<file path="config.mk">
export PLATFORM = sky130hd
export DESIGN_NAME = obrl_out
export DESIGN_NICKNAME = d
export VERILOG_FILES = /design/src/rtl/obrl_pkg.sv /design/src/rtl/obrl_out.sv
export SDC_FILE = /design/constraint.sdc
export NUM_CORES = 1
export LEC_CHECK = 0
export BUFFER_PORTS_ARGS = -buffer_cell sky130_fd_sc_hd__buf_4
export CORE_AREA = 3 3 59 61
export DETAILED_ROUTE_END_ITERATION = 8
export DIE_AREA = 0 0 62 64
export GPL_ROUTABILITY_DRIVEN = 0
export PLACE_DENSITY = 0.73
export SETUP_SLACK_MARGIN = 0.15
export SYNTH_ARGS = -nofsm -noshare
export SYNTH_HDL_FRONTEND = slang
export SYNTH_SLANG_ARGS = --single-unit
</file>
<file path="constraint.sdc">
create_clock -name clk -period 3.03 [get_ports clk]
set_input_delay 0.4545 -clock clk [delete_from_list [all_inputs] [get_ports clk]]
set_output_delay 0.4545 -clock clk [all_outputs]
set_load 0.03 [all_outputs]
</file>
<file path="src/rtl/obrl_pkg.sv">
package obrl_pkg;

	// position, byte and read count widths fixed by the item fields
	localparam int POS_W  = 13;
	localparam int DATA_W = 8;
	localparam int CNT_W  = 7;

	// capacity after reset
	localparam logic [POS_W-1:0] CAP_RESET = 13'd4096;

	// result kinds
	typedef enum logic [1:0] {
		KIND_WRITE = 2'd0,
		KIND_BYTE  = 2'd1,
		KIND_EMPTY = 2'd2
	} kind_t;

	// request types
	localparam logic REQ_WRITE = 1'b0;
	localparam logic REQ_READ  = 1'b1;

	// result descriptor from the sequencer to the output stage
	typedef struct packed {
		kind_t              kind;
		logic [POS_W-1:0]   count;
		logic               last;
	} res_t;

endpackage

</file>
<file path="src/rtl/obrl_out.sv">
module obrl_out (
	input  logic                        clk,
	input  logic                        arst_n,
	input  logic                        push,
	input  obrl_pkg::res_t              push_res,
	input  logic [obrl_pkg::DATA_W-1:0] rdata,
	output logic                        slot_free,
	output logic                        out_valid,
	input  logic                        out_stall,
	output logic [1:0]                  kind,
	output logic [obrl_pkg::DATA_W-1:0] read_data,
	output logic [obrl_pkg::POS_W-1:0]  byte_count,
	output logic                        last
);

	logic                        valid_s1;
	obrl_pkg::res_t              res_s1;
	logic                        out_valid_q;
	logic [1:0]                  kind_q;
	logic [obrl_pkg::DATA_W-1:0] data_q;
	logic [obrl_pkg::POS_W-1:0]  count_q;
	logic                        last_q;
	logic                        advance;

	// stage 1 moves on when the output register is empty or being taken
	assign advance   = valid_s1 && (!out_valid_q || !out_stall);
	assign slot_free = !valid_s1 || advance;

	// stage 1 waits for the memory read data
	always_ff @(posedge clk or negedge arst_n) begin
		if (!arst_n) begin
			valid_s1 <= 1'b0;
		end else if (push) begin
			valid_s1 <= 1'b1;
		end else if (advance) begin
			valid_s1 <= 1'b0;
		end
	end

	always_ff @(posedge clk) begin
		if (push) begin
			res_s1 <= push_res;
		end
	end

	// output register
	always_ff @(posedge clk or negedge arst_n) begin
		if (!arst_n) begin
			out_valid_q <= 1'b0;
		end else if (advance) begin
			out_valid_q <= 1'b1;
		end else if (!out_stall) begin
			out_valid_q <= 1'b0;
		end
	end

	always_ff @(posedge clk) begin
		if (advance) begin
			kind_q  <= res_s1.kind;
			data_q  <= (res_s1.kind == obrl_pkg::KIND_BYTE) ? rdata : '0;
			count_q <= res_s1.count;
			last_q  <= res_s1.last;
		end
	end

	assign out_valid  = out_valid_q;
	assign kind       = kind_q;
	assign read_data  = data_q;
	assign byte_count = count_q;
	assign last       = last_q;

endmodule

</file>
==> flow_metrics.tcl <==
set metrics [dict create \
    outcome "completed" \
    cp_max_fo 5 \
    numCtsBuffers 5 \
    area_growth_pct 38.8 \
    crit_type "flop to output pin" \
    cts_setup_buffers 0 \
    worstHoldStart "push_res[13]" \
    slew_violations 0 \
    max_freq_ghz 0.660 \
    num_rows 20 \
    r2r-start "out_valid" \
    finalSetupTns_ns 0 \
    yosys.cell_types.count 7 \
    syn_inst 54 \
    antenna_found_initial 0 \
    cp.arrival_ns 1.06 \
    crit_path_end_kind "output pin" \
    required_ns 2.58 \
    cts.clk_slew.worst_paths_ns 0.11 \
    nets 144 \
    critPathMaxStageDelay_ns 0.45 \
    ys_ff_latch 42 \
    hold_class "input pin to flop" \
    drive_gt1_share_pct 53.8 \
    slowest_stage "dfrtp_1" \
    clk_path_buf_depth 2 \
    crit_chain "nand3_1 -> buf_4" \
    rsz0062_at_grt "false" \
    diodes 0 \
    overflow 0 \
    yosysWarnings 0 \
    dieArea_um2 3970 \
    worstMarginPinSlew_ns 0.294 \
    hold_buffers 1 \
    wire_per_inst_um 13.5 \
    utilization_pct 61.9 \
    syn_nets 82 \
    dieWidth_um 62 \
    power_frac_clock_pct 22.4 \
    insertion_delay_ns 0.34 \
    first_pass_iters 2 \
    cts-root-buf "clkbuf_4" \
    synth_seq_area_share_pct 92.6 \
    p_leak_nw 0.774 \
    pwr_density_cell_nw_per_um2 591 \
    vias_per_cell 4.42 \
    finalHoldViolCount 0 \
    swShare_pct 24.0 \
    multi_input_area_um2 104 \
    initial_utilization_pct 44.6 \
    portBuffers 53 \
    p_switching_w 0.000266 \
    ios 54 \
    coreArea_um2 3030 \
    drv_cap 0 \
    ctsResizeCount 0 \
    grt_max_degree 25 \
    die_h_um 64 \
    htreeDepth 2 \
    peakVddDrop_v 0.000368 \
    ant_nets 0 \
    regArea_um2 1250 \
    p_int_w 0.000842 \
    tritoncts "built" \
    grt_pass1_wl_um 3150 \
    start_kind "flop" \
    fin_crit_ns 1.51 \
    netlist_area_um2 1350 \
    setup-violations-final 0 \
    skew_ns 0.00607 \
    min_period_over_period_pct 50.0 \
    first_global_vias 650 \
    routed_wl_um 2170 \
    syn_avg_cell_area_um2 25.0 \
    grt_usage_pct 11.7 \
    crit_start "out_valid" \
    vias 711 \
    relSlewSlack_pct 80.4 \
    first_iter_violations 7 \
    remaining_drc_errors 0 \
    cts_sinks 42 \
    fillers 225 \
    sequentialPowerShare_pct 63.9 \
    pwr-share-comb_pct 13.7 \
]
==> area by class of cell <==
type / instances / share of cell area (%)
clock buffers: 6 / 2.20
flip-flops and latches: 42 / 66.7
well taps: 44 / 2.94
repair buffers: 55 / 22.1
clock inverters: 2 / 0.467
multi-input cells: 12 / 5.54
==> power groups by stage <==
stage / sequential [W] / combinational, W / clock, W
final: 0.000708 / 0.000152 / 0.000248
after global routing: 0.000713 / 0.000161 / 0.000285
after CTS: 0.000708 / 0.000154 / 0.000261
after detailed placement: 0.000722 / 0.000153 / 0
after global placement: 0.000719 / 0.000151 / 0
after floorplan: 0.000775 / 0.0000184 / 0
==> synthesized netlist by cell type, drive strengths merged <==
master   n  share of area [%]
edfxtp  40                 89
and3b    8                5.2
a21o     1               0.65
nand3    1               0.37
a21boi   1               0.56
a31o     1               0.65
dfrtp    2                3.7
==> registers in the layout (all words and copies together), names as in the netlist <==
name	flops
valid_s1	1
out_valid	1
res_s1	16
read_data	8
last	1
byte_count	13
kind	2
==> routing by layer <==
| layer | part of all wire (%) | GRT usage [%] | wire, um |
|---|---|---|---|
| met3 | 9.0 | 4.85 | 196 |
| met1 | 39 | 13.4 | 841 |
| met4 | 2.4 | 7.16 | 53 |
| met2 | 50 | 17.7 | 1080 |
| met5 | 0 | 0 | 0 |
==> layout by cell type, fill, tap and decap left out <==
master,synthesis,layout
a21boi_2,0,1
a21o_2,1,1
a31o_2,1,1
and3b_1,8,8
buf_4,0,54
clkbuf_1,0,1
clkbuf_4,0,5
clkinv_1,0,1
clkinv_2,0,1
dfrtp_1,2,2
dlygate4sd3_1,0,1
edfxtp_1,40,40
nand3_1,1,1
==> critical path: cells and delay by family, from the launching register on <==
family                 cells  cell delay [ns]
flip-flops                 1             0.45
buffers and inverters      1             0.17
AND/OR/NAND/NOR            1             0.10
==> path summary, 6_finish.rpt <==
path / end / cells after the start / slack (ns)
worst min-delay path: res_s1[13] / 1 / 0.28
min in group asynchronous: valid_s1 / 2 / 0.42
worst max register to register: kind[0] / 2 / 1.81
max in group asynchronous: out_valid / 2 / 2.52
worst min register to register: byte_count[2] / 0 / 0.43
worst max-delay path: slot_free / 2 / 1.52
==> stage by stage <==
stage          setup slack, ns  power (W)  instance area [um^2]  hold WS (ns)  cells
2_1_floorplan            0.225   0.000794                  1350         0.159     54
3_3_place_gp              1.71   0.000870                  1820         0.237    152
3_5_place_dp              1.69   0.000875                  1820         0.241    152
4_1_cts                   1.48    0.00112                  1880         0.266    161
5_1_grt                   1.44    0.00116                  1880         0.255    161
6_report                  1.52    0.00111                  1880         0.280    161
==> logic make-up after synthesis <==
family,after synthesis,synth area share [%]
flops,42,92.6
simple gates,9,5.56
compound gates,3,1.85
No activity file was read; power rests on OpenSTA's default activity.
