File: config.mk
export PLATFORM = sky130hd
export DESIGN_NAME = obrl_seq
export DESIGN_NICKNAME = d
export VERILOG_FILES = /design/src/rtl/obrl_pkg.sv /design/src/rtl/obrl_seq.sv
export SDC_FILE = /design/constraint.sdc
export NUM_CORES = 1
export LEC_CHECK = 0
export BUFFER_PORTS_ARGS = -buffer_cell sky130_fd_sc_hd__clkbuf_2
export CAP_MARGIN = 20
export CORE_MARGIN = 2
export CORE_UTILIZATION = 53
export CTS_CLUSTER_SIZE = 8
export DETAILED_ROUTE_END_ITERATION = 10
export GPL_TIMING_DRIVEN = 0
export PLACE_DENSITY_LB_ADDON = 0.3
export SKIP_CTS_REPAIR_TIMING = 1
export SLEW_MARGIN = 20
export SYNTH_ARGS = -nofsm -noshare
export SYNTH_HDL_FRONTEND = slang
export SYNTH_SLANG_ARGS = --single-unit
File: constraint.sdc
create_clock -name clk -period 5.1 [get_ports clk]
set_clock_uncertainty 0.1 [all_clocks]
set_input_delay 1.02 -clock clk [delete_from_list [all_inputs] [get_ports clk]]
set_output_delay 1.02 -clock clk [all_outputs]
set_load 0.1 [all_outputs]
File: src/rtl/obrl_pkg.sv
package obrl_pkg;

	// position, byte and read count widths fixed by the item fields
	localparam int POS_W  = 13;
	localparam int DATA_W = 8;
	localparam int CNT_W  = 7;

	// capacity after reset
	localparam logic [POS_W-1:0] CAP_RESET = 13'd4096;

	// result kinds
	typedef enum logic [1:0] {
		KIND_WRITE = 2'd0,
		KIND_BYTE  = 2'd1,
		KIND_EMPTY = 2'd2
	} kind_t;

	// request types
	localparam logic REQ_WRITE = 1'b0;
	localparam logic REQ_READ  = 1'b1;

	// result descriptor from the sequencer to the output stage
	typedef struct packed {
		kind_t              kind;
		logic [POS_W-1:0]   count;
		logic               last;
	} res_t;

endpackage

File: src/rtl/obrl_seq.sv
module obrl_seq #(
	parameter int RING_DEPTH = 4096,
	parameter int MAX_READ   = 64,
	parameter int AW         = 12
) (
	input  logic                        clk,
	input  logic                        arst_n,
	input  logic [obrl_pkg::POS_W-1:0]  capacity,
	input  logic                        in_valid,
	output logic                        in_stall,
	input  logic                        req_type,
	input  logic [obrl_pkg::DATA_W-1:0] data_byte,
	input  logic                        write_last,
	input  logic [obrl_pkg::CNT_W-1:0]  read_max,
	input  logic                        slot_free,
	output logic                        push,
	output obrl_pkg::res_t              push_res,
	output logic                        we,
	output logic [AW-1:0]               waddr,
	output logic [obrl_pkg::DATA_W-1:0] wdata,
	output logic                        re,
	output logic [AW-1:0]               raddr
);

	localparam int PW = obrl_pkg::POS_W;
	localparam int CW = obrl_pkg::CNT_W;
	localparam int POS_MAX = (1 << PW) - 1;
	localparam logic [PW-1:0] DEPTH_LIM = PW'((RING_DEPTH > POS_MAX) ? POS_MAX : RING_DEPTH);
	localparam logic [CW-1:0] MAX_N = CW'(MAX_READ);

	typedef enum logic [1:0] {
		S_IDLE,
		S_FWD,
		S_WRAP
	} state_t;

	state_t          state_q;
	logic [PW-1:0]   wr_pos_q;
	logic [PW-1:0]   rd_pos_q;
	logic [PW-1:0]   msg_q;
	logic [PW-1:0]   snap_q;
	logic [CW-1:0]   rem_q;
	logic [CW-1:0]   count_q;

	logic            accept;
	logic [PW-1:0]   cap;
	logic [PW-1:0]   wr_slot;
	logic            store;
	logic [PW-1:0]   msg_next;
	logic [CW-1:0]   n_req;
	logic [PW-1:0]   rd_inc;
	logic            fwd_byte;
	logic            fwd_last;
	logic            wrap_byte;
	logic            wrap_last;

	// effective capacity, 0 acts as 1 and large values clamp to the ring
	always_comb begin
		if (capacity == '0) begin
			cap = PW'(1);
		end else if (capacity > DEPTH_LIM) begin
			cap = DEPTH_LIM;
		end else begin
			cap = capacity;
		end
	end

	assign in_stall = (state_q != S_IDLE) || !slot_free;
	assign accept   = in_valid && !in_stall;

	// write side: wrap the slot, count the message bytes
	assign wr_slot  = (wr_pos_q >= cap) ? '0 : wr_pos_q;
	assign store    = msg_q < cap;
	assign msg_next = store ? msg_q + PW'(1) : msg_q;

	// read side: shared step of the read position
	assign n_req     = (read_max > MAX_N) ? MAX_N : read_max;
	assign rd_inc    = rd_pos_q + PW'(1);
	assign fwd_byte  = (rem_q != '0) && (rd_pos_q < cap);
	assign fwd_last  = (rem_q == CW'(1)) || ((rd_inc == cap) && (snap_q == '0));
	assign wrap_byte = (rem_q != '0) && (rd_pos_q < snap_q);
	assign wrap_last = (rem_q == CW'(1)) || (rd_inc == snap_q);

	// memory ports and result pushes
	always_comb begin
		push     = 1'b0;
		push_res = '{kind: obrl_pkg::KIND_WRITE, count: '0, last: 1'b1};
		we       = 1'b0;
		waddr    = AW'(wr_slot);
		wdata    = data_byte;
		re       = 1'b0;
		raddr    = AW'(rd_pos_q);
		case (state_q)
			S_IDLE: begin
				if (accept && (req_type == obrl_pkg::REQ_WRITE)) begin
					we = store;
					if (write_last) begin
						push           = 1'b1;
						push_res.count = msg_next;
					end
				end
			end
			S_FWD: begin
				if (fwd_byte && slot_free) begin
					push     = 1'b1;
					re       = 1'b1;
					push_res = '{kind: obrl_pkg::KIND_BYTE,
						count: PW'(count_q + CW'(1)), last: fwd_last};
				end
			end
			S_WRAP: begin
				if (wrap_byte) begin
					if (slot_free) begin
						push     = 1'b1;
						re       = 1'b1;
						push_res = '{kind: obrl_pkg::KIND_BYTE,
							count: PW'(count_q + CW'(1)), last: wrap_last};
					end
				end else if (slot_free && (count_q == '0)) begin
					push     = 1'b1;
					push_res = '{kind: obrl_pkg::KIND_EMPTY, count: '0, last: 1'b1};
				end
			end
			default: begin
			end
		endcase
	end

	// sequencer state and positions
	always_ff @(posedge clk or negedge arst_n) begin
		if (!arst_n) begin
			state_q  <= S_IDLE;
			wr_pos_q <= '0;
			rd_pos_q <= '0;
			msg_q    <= '0;
			snap_q   <= '0;
			rem_q    <= '0;
			count_q  <= '0;
		end else begin
			case (state_q)
				S_IDLE: begin
					if (accept) begin
						if (req_type == obrl_pkg::REQ_WRITE) begin
							if (store) begin
								wr_pos_q <= wr_slot + PW'(1);
							end
							msg_q <= write_last ? '0 : msg_next;
						end else begin
							rem_q   <= n_req;
							snap_q  <= wr_pos_q;
							count_q <= '0;
							if ((n_req != '0) && (rd_pos_q > wr_pos_q)) begin
								state_q <= S_FWD;
							end else begin
								state_q <= S_WRAP;
							end
						end
					end
				end
				S_FWD: begin
					if (fwd_byte) begin
						if (slot_free) begin
							rd_pos_q <= (rd_inc == cap) ? '0 : rd_inc;
							rem_q    <= rem_q - CW'(1);
							count_q  <= count_q + CW'(1);
							if (fwd_last) begin
								state_q <= S_IDLE;
							end else if (rd_inc == cap) begin
								state_q <= S_WRAP;
							end
						end
					end else begin
						// read position at or past the end: wrap to the start
						if (rd_pos_q >= cap) begin
							rd_pos_q <= '0;
						end
						state_q <= S_WRAP;
					end
				end
				S_WRAP: begin
					if (wrap_byte) begin
						if (slot_free) begin
							rd_pos_q <= rd_inc;
							rem_q    <= rem_q - CW'(1);
							count_q  <= count_q + CW'(1);
							if (wrap_last) begin
								state_q <= S_IDLE;
							end
						end
					end else if (slot_free || (count_q != '0)) begin
						state_q <= S_IDLE;
					end
				end
				default: begin
					state_q <= S_IDLE;
				end
			endcase
		end
	end

endmodule

==> summary.md <==
| Metric | Value |
|---|---|
| Outcome | `finished clean` |
| Initial Utilization | `a little over half` |
| Cell Area, Synth | `~6500 um2` |
| Final core utilization | `slightly below 70%` |
| Reg2reg start | `wr_pos_q[0]` |
| Yosys warning total | `0` |
| CP bufs+invs | `2` |
| HP Class | `reg2reg` |
| FILL cells | `around 950` |
| TritonCTS clock tree | `built` |
| Clock H-tree levels | `3` |
| Simple-gate portion of the synthesized area | `22.4%` |
| CP endpoint kind | `output pin` |
| Mux share of post-synthesis cell area | `between 2 and 3%` |
| Sequential area share after synthesis | `26.2%` |
| First-pass GRT wire length | `30300 um` |
| Final worst path period share | `roughly 100%` |
| WL/cell | `around 18 um` |
| Synth Instances | `approximately 820` |
| Clk root buf | `clkbuf_16` |
| Share of cells above drive strength 1 | `24.6%` |
| CP Max Fanout | `4` |
| Largest family of logic cells by synthesized area | `simple AND/OR/NAND/NOR gates` |
| Highest Clock Rate | `approximately 200 MHz` |
| R2R Path End | `wr_pos_q[12]` |
| Synth Flop Type | `dfrtp_1` |
| Core Area | `12000 um2` |
| Start point of the worst hold path | `wr_pos_q[6]` |
| Pleak | `about 3.6 nW` |
| Setup violators final | `0` |
| DRC | `0` |
| Final Hold Viols | `0` |
| Die area | `around 13000 um2` |
| ANT cells | `0` |
| Least-Margin Pin Slew | `roughly 1.1 ns` |
| Antenna-violating nets left | `0` |
| Instance count on the critical path | `13` |
| Crit-path slowest cell | `or4_4` |
| I/O pin total | `86` |
| Min-Delay Endpoint | `wr_pos_q[6]` |
| # Max-Cap Violations | `0` |
| Clk Latency, worst-skew pair | `between 0.3 and 0.4 ns` |
| Layout Cells excl Fill | `around 1100` |
| Unique cell type count in the Yosys netlist | `just over 70` |
| Total track usage | `between 20% and 30%` |
| Design Power | `about 0.0045 W` |
| Avg Cell Area, Syn | `about 8 um2` |
| Total Wirelength | `slightly below 20000 um` |
| Post-route cell area | `8120 um2` |
| Commonest non-fill, non-tap cells in the layout | `nand2_1, o21ai_0, ha_1` |
| Reg2reg setup slack | `approximately 1.1 ns` |
| CTS Buffer Depth | `2` |
| Relative slew margins | `24.5%` |
| Grt ovf | `0` |
| Vias in the first global route | `about 6000` |
| R2R depth | `19` |
| Net Count, Synth | `slightly above 900` |
| Vias after detailed routing | `around 6600` |
| #FFs+latches synth | `slightly below 70` |
| Post-synthesis compound-gate area fraction | `about a fifth` |
| Number of synthesized flops with an enable pin | `0` |
| DIE WIDTH | `between 100 and 150 um` |
| Reg clk slew, reported paths | `roughly 0.05 ns` |
| Pwr Density | `548 nW/um2` |
| CP peak stage delay | `0.59 ns` |
| Register area | `between 1500 and 2000 um2` |
| Kind of critical path | `in2out` |
| Post-synthesis xor/xnor area fraction | `approximately 5.5%` |
| Critical Path Start Type | `input pin` |
| DR vias/cell | `between 6 and 7` |
| Layout overhead on the synthesized area | `25.0%` |
| Most frequent CP cell | `nand3_1` |
| Final HPWL DP | `~14000 um` |
| Placed Area | `7360 um2` |
| Die Y | `approximately 110 um` |
| GP Congestion | `around 0.96` |
| PortBufs | `76` |
| Min Clock Period, post-route | `between 5 and 6 ns` |
| Crit-path leading delay family | `simple AND/OR/NAND/NOR gates` |
| Most common cell after layout, fill and taps aside | `nand2_1` |
| Initial DRC count | `between 500 and 600` |
| CP arrival | `~4.0 ns` |
| Fraction of registers with async set/reset | `between 90% and 100%` |
| Final hold slack | `about 0.4 ns` |
| Drt first pass iters | `5` |
| # placed instances | `around 1000` |
| Largest net degree at the start of global routing | `48` |
| Initial antenna violation count | `0` |
| Fraction of the mapped netlist area in adder cells | `roughly 14%` |
| Critical Path, Cell by Cell | `clkbuf_2 > nor4_2 > nand3_1 > a21oi_4 > ha_1 > a311oi_1 > and3_1 > nand4_1 > or4_4 > o2111ai_2 > nand2_1 > nand3_1 > buf_12` |
| Fin nets | `1020` |
| Maximum VDD drop | `between 0.5 and 0.6 mV` |
| Multi-input logic area | `4740 um2` |
| CTS Buf Count | `9` |
| Num rows | `40` |
| Clk sinks | `68` |
| Slew Viols, Final | `0` |
| WHS Path Cells | `1` |
| Worst Path Required | `3.98 ns` |
[metrics by stage]
stage          setup slack (ns)  TNS (ns)
2_1_floorplan            -0.335     -1.30
3_5_place_dp             -0.764    -15.60
3_3_place_gp             -0.685    -14.56
5_1_grt                  -0.133     -2.04
4_1_cts                  -0.745    -15.71
6_report                 0.0226         0
[power by group]
part           leakage [nW]  internal [W]  switching [W]
Sequential            0.873      0.000686       0.000213
Clock                 0.133      0.000327       0.000245
Combinational          2.60       0.00103        0.00195
[flip-flops by register name, summed over array words and instances, names as in the netlist]
signal / count
msg_q: 13
rd_pos_q: 13
snap_q: 13
wr_pos_q: 13
count_q: 7
rem_q: 7
state_q: 2
[synth_stat cells, drive strengths merged (3+ instances only)]
cell	instances	area (um2)
and3	10	62.6
inv	54	203
or4	4	33.8
o21ai	80	400
or3	5	32.5
a2111oi	4	41.3
xor2	11	104
nand4	16	121
nor2	73	274
a21oi	32	164
nand3	28	150
nor3	15	75.1
o21a	8	60.1
o22ai	16	100
buf	32	228
a211o	3	26.3
nand2b	10	62.6
ha	74	926
nand2	90	338
a22oi	3	22.5
o211ai	5	37.5
a21o	10	75.1
a22o	14	123
o31ai	3	22.5
and2	9	56.3
o31a	3	26.3
a211oi	7	52.6
or2	7	43.8
a221oi	4	52.6
clkbuf	24	90.1
dfrtp	68	1700
nor4	12	90.1
mux2i	14	140
nor2b	9	56.3
xnor2	29	254
[how the worst max path moves through the flow]
stage | slack, ns | from | end
after floorplan | -0.34 | capacity[0] | waddr[5]
after global placement | -0.69 | capacity[7] | push_res[8]
after detailed placement | -0.76 | capacity[7] | wr_pos_q[12]
after CTS | -0.75 | capacity[7] | waddr[1]
after global routing | -0.13 | capacity[7] | push_res[1]
final | 0.02 | capacity[3] | push_res[0]
[per-layer routing]
layer / wire length [um] / GRT usage [%] / vias to the layer above
met1: 8280 / 41.3 / 3121
met4: 532 / 10.8 / 0
met2: 8920 / 46.0 / 302
li1: - / - / 3102
met5: 0 / 0 / -
met3: 1710 / 5.56 / 51
[layout make-up]
| cell class | count | area share, % |
|---|---|---|
| Inverter | 55 | 2.66 |
| Tap cell | 147 | 2.26 |
| Sequential cell | 68 | 21.0 |
| Timing Repair Buffer | 89 | 8.39 |
| Buffer | 53 | 4.08 |
| Clock inverter | 5 | 0.354 |
| Clock buffer | 11 | 2.87 |
| Multi-Input combinational cell | 636 | 58.4 |
[cells by family (layout without fill, tap and decap cells)]
logic type                 Yosys count  after routing
and+or+nand+nor                    295            295
AOI/OAI and AO/OA                  211            211
xor gates and xnor gates            40             40
DFF                                 68             68
muxes                               16             16
buffers and inverters              111            213
adders and majority gates           74             74
Note: power is estimated with default switching activity, not from simulation.
